$ cat config.mk
export PLATFORM = sky130hd
export DESIGN_NAME = border_aware_3x3_mean_filter
export DESIGN_NICKNAME = d
export VERILOG_FILES = /design/src/sv/bamf_pkg.sv /design/src/sv/bamf_line_store.sv /design/src/sv/border_aware_3x3_mean_filter.sv
export SDC_FILE = /design/constraint.sdc
export NUM_CORES = 2
export LEC_CHECK = 0
export BUFFER_PORTS_ARGS = -buffer_cell sky130_fd_sc_hd__buf_2
export CORE_ASPECT_RATIO = 0.8
export CORE_MARGIN = 4
export CORE_UTILIZATION = 63
export DETAILED_ROUTE_END_ITERATION = 10
export GPL_TIMING_DRIVEN = 1
export PLACE_DENSITY_LB_ADDON = 0.2
export SETUP_SLACK_MARGIN = 0.3
export SYNTH_ARGS = -nofsm -noshare
export SYNTH_HDL_FRONTEND = slang
export SYNTH_HIERARCHICAL = 1
export SYNTH_SLANG_ARGS = --single-unit
$ cat constraint.sdc
create_clock -name clk -period 11.95 [get_ports clk]
set_clock_uncertainty 0.1 [all_clocks]
set_input_delay 1.7925 -clock clk [delete_from_list [all_inputs] [get_ports clk]]
set_output_delay 1.7925 -clock clk [all_outputs]
set_load 0.05 [all_outputs]
$ cat src/sv/bamf_pkg.sv
// Shared types, widths and constants for the border-aware 3x3 mean filter.
// Pure package; no dependencies.
package bamf_pkg;

    localparam int PIX_W          = 8;
    localparam int SUM_W          = 12;
    localparam int RECIP_W        = 17;
    localparam int RECIP_SHIFT    = 16;
    localparam int CFG_IDX_W      = 2;
    localparam int CFG_DATA_W     = 9;
    localparam int MAX_WIDTH_DEF  = 256;
    localparam int MAX_HEIGHT_DEF = 256;

    localparam logic [CFG_DATA_W-1:0] DIM_RESET = 9'd256;

    localparam logic [CFG_IDX_W-1:0] REG_FRAME_WIDTH  = 2'd0;
    localparam logic [CFG_IDX_W-1:0] REG_FRAME_HEIGHT = 2'd1;

    // floor(sum / (rows * cols)) == (sum * recip) >> RECIP_SHIFT for sum <= 9 * 255
    function automatic logic [RECIP_W-1:0] mean_recip(input logic [1:0] rows,
                                                      input logic [1:0] cols);
        logic [3:0]         cnt;
        logic [RECIP_W-1:0] r;
        cnt = 4'(rows) * 4'(cols);
        unique case (cnt)
            4'd1:    r = 17'd65536;
            4'd2:    r = 17'd32768;
            4'd3:    r = 17'd21846;
            4'd4:    r = 17'd16384;
            4'd6:    r = 17'd10923;
            4'd9:    r = 17'd7282;
            default: r = '0;
        endcase
        return r;
    endfunction

endpackage

$ cat src/sv/bamf_line_store.sv
// Two line stores (older and newer row) with registered read and a bypass
// for a write to the column being read in the same cycle. Uses bamf_pkg.
module bamf_line_store #(
    parameter int MAX_WIDTH = bamf_pkg::MAX_WIDTH_DEF
) (
    input  logic                              clk,
    input  logic                              rst_n,
    input  logic                              rd_en,
    input  logic [((MAX_WIDTH > 1) ? $clog2(MAX_WIDTH) : 1)-1:0] rd_addr,
    input  logic                              wr_en,
    input  logic [((MAX_WIDTH > 1) ? $clog2(MAX_WIDTH) : 1)-1:0] wr_addr,
    input  logic [bamf_pkg::PIX_W-1:0]        wr_pix,
    output logic [bamf_pkg::PIX_W-1:0]        older_q,
    output logic [bamf_pkg::PIX_W-1:0]        newer_q
);
    import bamf_pkg::*;

    logic [PIX_W-1:0] older_row_store [MAX_WIDTH];
    logic [PIX_W-1:0] newer_row_store [MAX_WIDTH];

    logic [PIX_W-1:0] rd_older_reg;
    logic [PIX_W-1:0] rd_newer_reg;
    logic [PIX_W-1:0] byp_older_reg;
    logic [PIX_W-1:0] byp_newer_reg;
    logic             byp_reg;
    logic             byp_next;

    assign older_q  = byp_reg ? byp_older_reg : rd_older_reg;
    assign newer_q  = byp_reg ? byp_newer_reg : rd_newer_reg;
    assign byp_next = rd_en ? (wr_en && (wr_addr == rd_addr)) : byp_reg;

    always_ff @(posedge clk or negedge rst_n)
    begin
        if (!rst_n)
        begin
            byp_reg <= 1'b0;
        end
        else
        begin
            byp_reg <= byp_next;
        end
    end

    // older takes the newer row's old word, newer takes the incoming pixel
    always_ff @(posedge clk)
    begin
        if (wr_en)
        begin
            older_row_store[wr_addr] <= newer_q;
            newer_row_store[wr_addr] <= wr_pix;
        end
        if (rd_en)
        begin
            rd_older_reg  <= older_row_store[rd_addr];
            rd_newer_reg  <= newer_row_store[rd_addr];
            byp_older_reg <= newer_q;
            byp_newer_reg <= wr_pix;
        end
    end

endmodule

$ cat src/sv/border_aware_3x3_mean_filter.sv
// Top level of the border-aware 3x3 mean filter: frame counters, window,
// neighbourhood sum and reciprocal divide. Uses bamf_pkg and bamf_line_store.
//
//  channel | direction | handshake           | word
//  --------+-----------+---------------------+--------------------------------
//  in      | input     | in_valid / in_stall | pixel_value, flush
//  out     | output    | out_valid/out_stall | smoothed_value, frame_last
//  cfg     | input     | cfg_we              | cfg_index, cfg_data
//
// One word per clock is taken while in_stall is low; a result leaves once the word
// that produces it passes line store read, window and sum, reciprocal multiply.
// Each of the three stages holds only while its successor is full and stalled.
// Reset gives a 256x256 frame and an empty pipeline; line stores are not cleared.
// A write to a known register restarts the frame.
module border_aware_3x3_mean_filter #(
    parameter int MAX_WIDTH  = bamf_pkg::MAX_WIDTH_DEF,
    parameter int MAX_HEIGHT = bamf_pkg::MAX_HEIGHT_DEF
) (
    input  logic                            clk,
    input  logic                            rst_n,
    input  logic                            in_valid,
    output logic                            in_stall,
    input  logic [bamf_pkg::PIX_W-1:0]      pixel_value,
    input  logic                            flush,
    output logic                            out_valid,
    input  logic                            out_stall,
    output logic [bamf_pkg::PIX_W-1:0]      smoothed_value,
    output logic                            frame_last,
    input  logic                            cfg_we,
    input  logic [bamf_pkg::CFG_IDX_W-1:0]  cfg_index,
    input  logic [bamf_pkg::CFG_DATA_W-1:0] cfg_data
);
    import bamf_pkg::*;

    localparam int COL_W  = (MAX_WIDTH > 1) ? $clog2(MAX_WIDTH) : 1;
    localparam int ROW_W  = (MAX_HEIGHT > 1) ? $clog2(MAX_HEIGHT) : 1;
    localparam int ROWC_W = $clog2(MAX_HEIGHT + 2);
    localparam int PROD_W = SUM_W + RECIP_W;

    typedef struct packed {
        logic [COL_W-1:0] col;
        logic [PIX_W-1:0] pix;
        logic             produce;
        logic             last;
        logic             left_ok;
        logic             right_ok;
        logic             top_ok;
        logic             bot_ok;
    } s1_item_t;

    // configuration
    logic [CFG_DATA_W-1:0] width_reg, width_next;
    logic [CFG_DATA_W-1:0] height_reg, height_next;
    logic                  restart;
    logic [COL_W-1:0]      wm1;
    logic [ROW_W-1:0]      hm1;

    // frame counters
    logic [COL_W-1:0]  in_col_reg, in_col_next;
    logic [ROWC_W-1:0] in_row_reg, in_row_next;
    logic [COL_W-1:0]  out_col_reg, out_col_next;
    logic [ROW_W-1:0]  out_row_reg, out_row_next;
    logic              draining_reg, draining_next;
    logic              out_on_reg, out_on_next;

    logic             accept;
    logic             take;
    logic             col_wrap;
    logic             frame_end;
    s1_item_t         s1_in;

    // pipeline
    logic             s1_v_reg, s1_v_next;
    s1_item_t         s1_reg;
    logic             s2_v_reg, s2_v_next;
    logic [SUM_W-1:0] s2_sum_reg;
    logic [RECIP_W-1:0] s2_recip_reg;
    logic             s2_last_reg;
    logic             out_v_reg, out_v_next;
    logic [PIX_W-1:0] out_pix_reg;
    logic             out_last_reg;

    logic             o_ready;
    logic             s2_ready;
    logic             s2_adv;
    logic             s1_adv;

    logic [PIX_W-1:0] older_q;
    logic [PIX_W-1:0] newer_q;
    logic [PIX_W-1:0] window_reg  [3][3];
    logic [PIX_W-1:0] window_next [3][3];
    logic [PIX_W-1:0] incoming    [3];
    logic             row_ok      [3];
    logic [SUM_W-1:0] sum;
    logic [1:0]       rows_n;
    logic [1:0]       cols_n;
    logic [PROD_W-1:0] prod;

    // clamped dimensions, minus one
    always_comb
    begin
        if (width_reg == '0)
            wm1 = '0;
        else if (32'(width_reg) > MAX_WIDTH)
            wm1 = COL_W'(MAX_WIDTH - 1);
        else
            wm1 = COL_W'(width_reg - 1'b1);
        if (height_reg == '0)
            hm1 = '0;
        else if (32'(height_reg) > MAX_HEIGHT)
            hm1 = ROW_W'(MAX_HEIGHT - 1);
        else
            hm1 = ROW_W'(height_reg - 1'b1);
    end

    always_comb
    begin
        width_next  = width_reg;
        height_next = height_reg;
        restart     = 1'b0;
        if (cfg_we)
        begin
            unique case (cfg_index)
                REG_FRAME_WIDTH:
                begin
                    width_next = cfg_data;
                    restart    = 1'b1;
                end
                REG_FRAME_HEIGHT:
                begin
                    height_next = cfg_data;
                    restart     = 1'b1;
                end
                default:
                begin
                end
            endcase
        end
    end

    // handshake and stage advance
    assign o_ready  = !out_v_reg || !out_stall;
    assign s2_ready = !s2_v_reg || o_ready;
    assign s2_adv   = s2_v_reg && o_ready;
    assign s1_adv   = s1_v_reg && (!s1_reg.produce || s2_ready);
    assign in_stall = s1_v_reg && !s1_adv;
    assign accept   = in_valid && !in_stall;
    assign take     = accept && (draining_reg || !flush);

    assign col_wrap  = (in_col_reg == wm1);
    assign frame_end = out_on_reg && (out_row_reg == hm1) && (out_col_reg == wm1);

    always_comb
    begin
        s1_in.col      = in_col_reg;
        s1_in.pix      = draining_reg ? '0 : pixel_value;
        s1_in.produce  = out_on_reg;
        s1_in.last     = frame_end;
        s1_in.left_ok  = (out_col_reg != '0);
        s1_in.right_ok = (out_col_reg != wm1);
        s1_in.top_ok   = (out_row_reg != '0);
        s1_in.bot_ok   = (out_row_reg != hm1);
    end

    always_comb
    begin
        in_col_next   = in_col_reg;
        in_row_next   = in_row_reg;
        out_col_next  = out_col_reg;
        out_row_next  = out_row_reg;
        draining_next = draining_reg;
        out_on_next   = out_on_reg;
        if (restart)
        begin
            in_col_next   = '0;
            in_row_next   = '0;
            out_col_next  = '0;
            out_row_next  = '0;
            draining_next = 1'b0;
            out_on_next   = 1'b0;
        end
        else if (take)
        begin
            in_col_next = col_wrap ? '0 : in_col_reg + COL_W'(1);
            if (col_wrap)
                in_row_next = in_row_reg + ROWC_W'(1);
            if (!draining_reg && col_wrap && (in_row_reg == ROWC_W'(hm1)))
                draining_next = 1'b1;
            // first output comes one row plus one pixel behind the input
            if ((in_row_reg == ROWC_W'(1)) && (in_col_reg == '0))
                out_on_next = 1'b1;
            if (frame_end)
            begin
                in_col_next   = '0;
                in_row_next   = '0;
                out_col_next  = '0;
                out_row_next  = '0;
                draining_next = 1'b0;
                out_on_next   = 1'b0;
            end
            else if (out_on_reg)
            begin
                if (out_col_reg == wm1)
                begin
                    out_col_next = '0;
                    out_row_next = out_row_reg + ROW_W'(1);
                end
                else
                begin
                    out_col_next = out_col_reg + COL_W'(1);
                end
            end
        end
    end

    bamf_line_store #(
        .MAX_WIDTH (MAX_WIDTH)
    ) u_line_store (
        .clk     (clk),
        .rst_n   (rst_n),
        .rd_en   (take),
        .rd_addr (in_col_reg),
        .wr_en   (s1_adv),
        .wr_addr (s1_reg.col),
        .wr_pix  (s1_reg.pix),
        .older_q (older_q),
        .newer_q (newer_q)
    );

    // window shift and in-frame sum; right-edge outputs use the same columns
    assign incoming[0] = older_q;
    assign incoming[1] = newer_q;
    assign incoming[2] = s1_reg.pix;
    assign row_ok[0]   = s1_reg.top_ok;
    assign row_ok[1]   = 1'b1;
    assign row_ok[2]   = s1_reg.bot_ok;

    always_comb
    begin
        sum = '0;
        for (int r = 0; r < 3; r++)
        begin
            window_next[r][0] = window_reg[r][1];
            window_next[r][1] = window_reg[r][2];
            window_next[r][2] = incoming[r];
            if (row_ok[r])
            begin
                if (s1_reg.left_ok)
                    sum = sum + SUM_W'(window_next[r][0]);
                sum = sum + SUM_W'(window_next[r][1]);
                if (s1_reg.right_ok)
                    sum = sum + SUM_W'(window_next[r][2]);
            end
        end
    end

    assign rows_n = 2'd1 + 2'(s1_reg.top_ok) + 2'(s1_reg.bot_ok);
    assign cols_n = 2'd1 + 2'(s1_reg.left_ok) + 2'(s1_reg.right_ok);
    assign prod   = PROD_W'(s2_sum_reg) * PROD_W'(s2_recip_reg);

    always_comb
    begin
        s1_v_next = s1_v_reg;
        if (take)
            s1_v_next = 1'b1;
        else if (s1_adv)
            s1_v_next = 1'b0;
        s2_v_next = s2_v_reg;
        if (s1_adv && s1_reg.produce)
            s2_v_next = 1'b1;
        else if (s2_adv)
            s2_v_next = 1'b0;
        out_v_next = out_v_reg;
        if (s2_adv)
            out_v_next = 1'b1;
        else if (o_ready)
            out_v_next = 1'b0;
    end

    always_ff @(posedge clk or negedge rst_n)
    begin
        if (!rst_n)
        begin
            width_reg    <= DIM_RESET;
            height_reg   <= DIM_RESET;
            in_col_reg   <= '0;
            in_row_reg   <= '0;
            out_col_reg  <= '0;
            out_row_reg  <= '0;
            draining_reg <= 1'b0;
            out_on_reg   <= 1'b0;
            s1_v_reg     <= 1'b0;
            s2_v_reg     <= 1'b0;
            out_v_reg    <= 1'b0;
        end
        else
        begin
            width_reg    <= width_next;
            height_reg   <= height_next;
            in_col_reg   <= in_col_next;
            in_row_reg   <= in_row_next;
            out_col_reg  <= out_col_next;
            out_row_reg  <= out_row_next;
            draining_reg <= draining_next;
            out_on_reg   <= out_on_next;
            s1_v_reg     <= s1_v_next;
            s2_v_reg     <= s2_v_next;
            out_v_reg    <= out_v_next;
        end
    end

    always_ff @(posedge clk)
    begin
        if (take)
            s1_reg <= s1_in;
        if (s1_adv)
            window_reg <= window_next;
        if (s1_adv && s1_reg.produce)
        begin
            s2_sum_reg   <= sum;
            s2_recip_reg <= mean_recip(rows_n, cols_n);
            s2_last_reg  <= s1_reg.last;
        end
        if (s2_adv)
        begin
            out_pix_reg  <= prod[RECIP_SHIFT +: PIX_W];
            out_last_reg <= s2_last_reg;
        end
    end

    assign out_valid      = out_v_reg;
    assign smoothed_value = out_pix_reg;
    assign frame_last     = out_last_reg;

    a_s1_holds: assert property (@(posedge clk) disable iff (!rst_n)
        s1_v_reg && !s1_adv |=> s1_v_reg && $stable(s1_reg))
        else $error("window stage word dropped while blocked");

    a_in_col_range: assert property (@(posedge clk) disable iff (!rst_n)
        in_col_reg <= wm1)
        else $error("input column beyond frame width");

    a_out_row_range: assert property (@(posedge clk) disable iff (!rst_n)
        out_row_reg <= hm1)
        else $error("output row beyond frame height");

    a_frame_restart: assert property (@(posedge clk) disable iff (!rst_n)
        take && frame_end |=> in_col_reg == '0 && !draining_reg && !out_on_reg)
        else $error("frame did not restart after its last output");

endmodule
==> impl_summary.log <==
[metrics] run status: finished, violations left
[metrics] failing checks: DRC, capacitance limit, slew limit
[metrics] chip height: around 480 um
[metrics] hold-fix buffers at CTS: 0
[metrics] buffers inserted during post-CTS setup optimization: 0
[metrics] starting density of the core: 63.4%
[metrics] cell area power density: roughly 240 nW/um^2
[metrics] Yosys top cell area share: between 70% and 80%
[metrics] pre-CTS setup slack: 2.37 ns
[metrics] Wirelength per Cell: 33.6 um
[metrics] Area contributors post-synth: sky130_fd_sc_hd__edfxtp_1 (73%), sky130_fd_sc_hd__mux4_2 (9.9%), sky130_fd_sc_hd__mux2i_1 (3.7%)
[metrics] I/O pins: 36
[metrics] vias in the first global route: 90700
[metrics] length of the first detailed-routing pass in iterations: 9
[metrics] maximum cell stage delay along the critical path: 0.72 ns
[metrics] post-synthesis net count: 9245
[metrics] overall track demand over capacity in global routing: 31.2%
[metrics] Finish-stage setup viols: 0
[metrics] type of the setup path with the least slack: flip-flop to flip-flop
[metrics] final weighted congestion of routability-driven global placement: 0.894
[metrics] share of layout cells above drive strength 1: 20.6%
[metrics] Post-synth EDFFs: between 4000 and 5000
[metrics] H-Tree Depth: 5
[metrics] clock tree from TritonCTS: built
[metrics] cell count after synthesis: 8965
[metrics] total number of nets in the final design: 9602
[metrics] Setup crit start kind: flip-flop
[metrics] CTS max path bufs: 4
[metrics] worst-margin pin slew: 1.56 ns
[metrics] fillers: around 16000
[metrics] Core Footprint: 275000 um^2
[metrics] placement row count: 172
[metrics] die width: ~600 um
[metrics] total number of vias: 93100
[metrics] via density per instance: 7.00
[metrics] buffer cell driving the clock tree root: sky130_fd_sc_hd__clkbuf_16
[metrics] relative area change from synthesis to final layout: 10.7%
[metrics] tightest slew margin relative to the limit: -5.23%
[metrics] Leakage: 62.5 nW
[metrics] RSZ-0062 raised after global routing: false
[metrics] master of the slowest instance on the critical path: sky130_fd_sc_hd__o41ai_1
[metrics] global-route wire length before repair: 645000 um
[metrics] Post-DP HPWL: 261000 um
[metrics] HP Class: flip-flop to flip-flop
[metrics] summed negative setup slack over all endpoints: 0 ns
[metrics] Synth Area per Inst: 19.5 um^2
[metrics] max-cap violations: 1
[metrics] min setup slack post-route: 2.28 ns
[metrics] count of warnings emitted by yosys: 6
[metrics] Setup crit end kind: flip-flop
[metrics] portion of the post-synthesis area used by sequential elements: 73.5%
[metrics] number of port buffers: 35
[metrics] maximum number of pins on one net before global-route repair: 211
[metrics] Clock Pin Slew Worst Setup and Hold Paths: 0.06 ns
[metrics] die area: 286000 um^2
[metrics] number of antenna violations at the first check in global routing: 31
[metrics] most prevalent standard cell on the critical path: sky130_fd_sc_hd__a21oi_1
[metrics] Final Hold Slack: 0.320 ns
[metrics] Synth Register Bits: 4285
[metrics] dominant synthesized flop cell: sky130_fd_sc_hd__edfxtp_1
[metrics] Data required, critical path: 12.45 ns
[metrics] total of cells resized after clock tree synthesis: 0
[metrics] initial detailed-routing violation count: 14000
[metrics] Synth top cells by count: sky130_fd_sc_hd__edfxtp_1 (4228), sky130_fd_sc_hd__mux4_2 (770), sky130_fd_sc_hd__mux2i_1 (652), sky130_fd_sc_hd__nor2_1 (396), sky130_fd_sc_hd__o221ai_1 (295)
[metrics] Final Hold Violating Endpoints: 0
[metrics] highest achievable clock rate: roughly 100 MHz
[metrics] post-layout minimum cycle time: around 9.7 ns
[metrics] Syn Std Cell Area: ~170000 um^2
[metrics] detailed-route wire length: roughly 450000 um
[metrics] number of buffers created by CTS: 398
[metrics] Yosys top cell by area: sky130_fd_sc_hd__edfxtp_1
[metrics] number of max-slew violations in the final report: 2
[metrics] maximum resistive drop on vdd: 0.000615 V
[metrics] arrival time at the worst endpoint: 10.17 ns
[metrics] source-to-sink clock delay at the later pin of the worst-skew pair: approximately 0.93 ns
[metrics] library cells used by synthesis: 98
[metrics] Clock Sinks: 4285
[metrics] post-route ant nets: 0
[metrics] maximum fanout count along the critical path: 40
[metrics] asr flop ratio synth: under 10%
[metrics] total congestion overflow after global routing: 0
[metrics] most frequent cell after synthesis: sky130_fd_sc_hd__edfxtp_1
[metrics] number of DRC violations after detailed routing: 1
[metrics] post-route fraction of the period consumed by the critical path: between 80% and 90%
-- critical path, delay by kind of cell, from the launching register on --
| family | cells | cell delay [ns] |
|---|---|---|
| compound gates | 22 | 4.58 |
| xor+xnor | 3 | 0.37 |
| fa+ha+maj | 8 | 2.54 |
| buf+inv | 2 | 0.34 |
| flops | 1 | 0.35 |
| mux | 3 | 0.59 |
| simple gates | 4 | 0.51 |
-- final cells by class --
cell class,count,area (um^2),share of cell area (%)
Antenna cell,9,22.5,0.0117
Multi-Input combinational cell,3970,43000,22.2
Clock inverter,240,2450,1.27
Clock buffer,486,10500,5.44
Inverter,215,817,0.423
Timing Repair Buffer,452,3530,1.83
Sequential cell,4285,128000,66.4
Tap cell,3654,4570,2.37
-- layer usage --
| metal | vias to the layer above | track usage, % | routed length, um | part of all wire, % |
|---|---|---|---|---|
| met5 | - | 0 | 129 | 0.029 |
| li1 | 37500 | - | - | - |
| met4 | 18 | 8.97 | 13900 | 3.1 |
| met3 | 837 | 9.06 | 61200 | 14 |
| met2 | 6345 | 45.6 | 201000 | 45 |
| met1 | 48400 | 46.7 | 171000 | 38 |
-- worst paths after layout --
kind                        startpoint                   end  slack (ns)  depth (start not counted)
min in group asynchronous        rst_n  u_line_store/byp_reg        0.97                          2
min reg2reg                s2_last_reg            frame_last        0.32                          0
max                          s1_reg[3]        s2_sum_reg[11]        2.28                         42
min                        s2_last_reg            frame_last        0.32                          0
max in group asynchronous        rst_n         in_col_reg[4]       10.15                          2
max reg2reg                  s1_reg[3]        s2_sum_reg[11]        2.28                         42
-- cell families (layout without fill, tap and decap cells) --
family	count (synthesis)	in the layout	share of synthesized area, %
mux	1521	1521	14.3
buf+inv	710	1393	2.04
simple gates	989	989	2.74
flops	4285	4285	73.5
fa+ha+maj	257	257	2.41
other cells	0	9	0
compound gates	1104	1104	4.47
xor+xnor	99	99	0.513
-- through the flow --
stage	area, um^2	util, %	cells	power (mW)
after floorplan	175000	-	8965	29.6
after global placement	180000	65.5	12600	33.8
after detailed placement	180000	65.5	12600	34.1
after CTS	193000	70.2	13300	46.8
after global routing	193000	70.2	13300	49.1
final	193000	70.2	13300	46.7
-- placed cells by master, fill, tap and decap left out, types with 33 or more instances in the layout --
master / count
sky130_fd_sc_hd__a21oi_1: 258
sky130_fd_sc_hd__mux2_2: 91
sky130_fd_sc_hd__o31ai_1: 33
sky130_fd_sc_hd__and2_1: 78
sky130_fd_sc_hd__a22o_1: 34
sky130_fd_sc_hd__buf_2: 35
sky130_fd_sc_hd__fa_1: 133
sky130_fd_sc_hd__clkinv_1: 90
sky130_fd_sc_hd__dfrtp_1: 49
sky130_fd_sc_hd__nor3_1: 103
sky130_fd_sc_hd__bufinv_16: 46
sky130_fd_sc_hd__nand3_1: 36
sky130_fd_sc_hd__inv_1: 212
sky130_fd_sc_hd__mux4_2: 770
sky130_fd_sc_hd__o22ai_1: 168
sky130_fd_sc_hd__nor2_1: 382
sky130_fd_sc_hd__xnor2_1: 69
sky130_fd_sc_hd__mux2i_1: 652
sky130_fd_sc_hd__nand2_1: 153
sky130_fd_sc_hd__ha_1: 122
sky130_fd_sc_hd__clkbuf_16: 407
sky130_fd_sc_hd__nor4_1: 35
sky130_fd_sc_hd__o21ai_0: 100
sky130_fd_sc_hd__clkbuf_1: 76
sky130_fd_sc_hd__edfxtp_1: 4228
sky130_fd_sc_hd__clkinv_2: 75
sky130_fd_sc_hd__o221ai_1: 295
sky130_fd_sc_hd__buf_4: 399
-- report_power, final --
part / switching, mW / total (mW) / leakage [nW] / internal [mW]
Sequential: 0.181 / 17.6 / 38.8 / 17.4
Clock: 5.42 / 12.7 / 6.33 / 7.25
Combinational: 9.85 / 16.4 / 17.4 / 6.55
Total: 15.4 / 46.7 / 62.5 / 31.3
No activity file was read; power rests on OpenSTA's default activity.
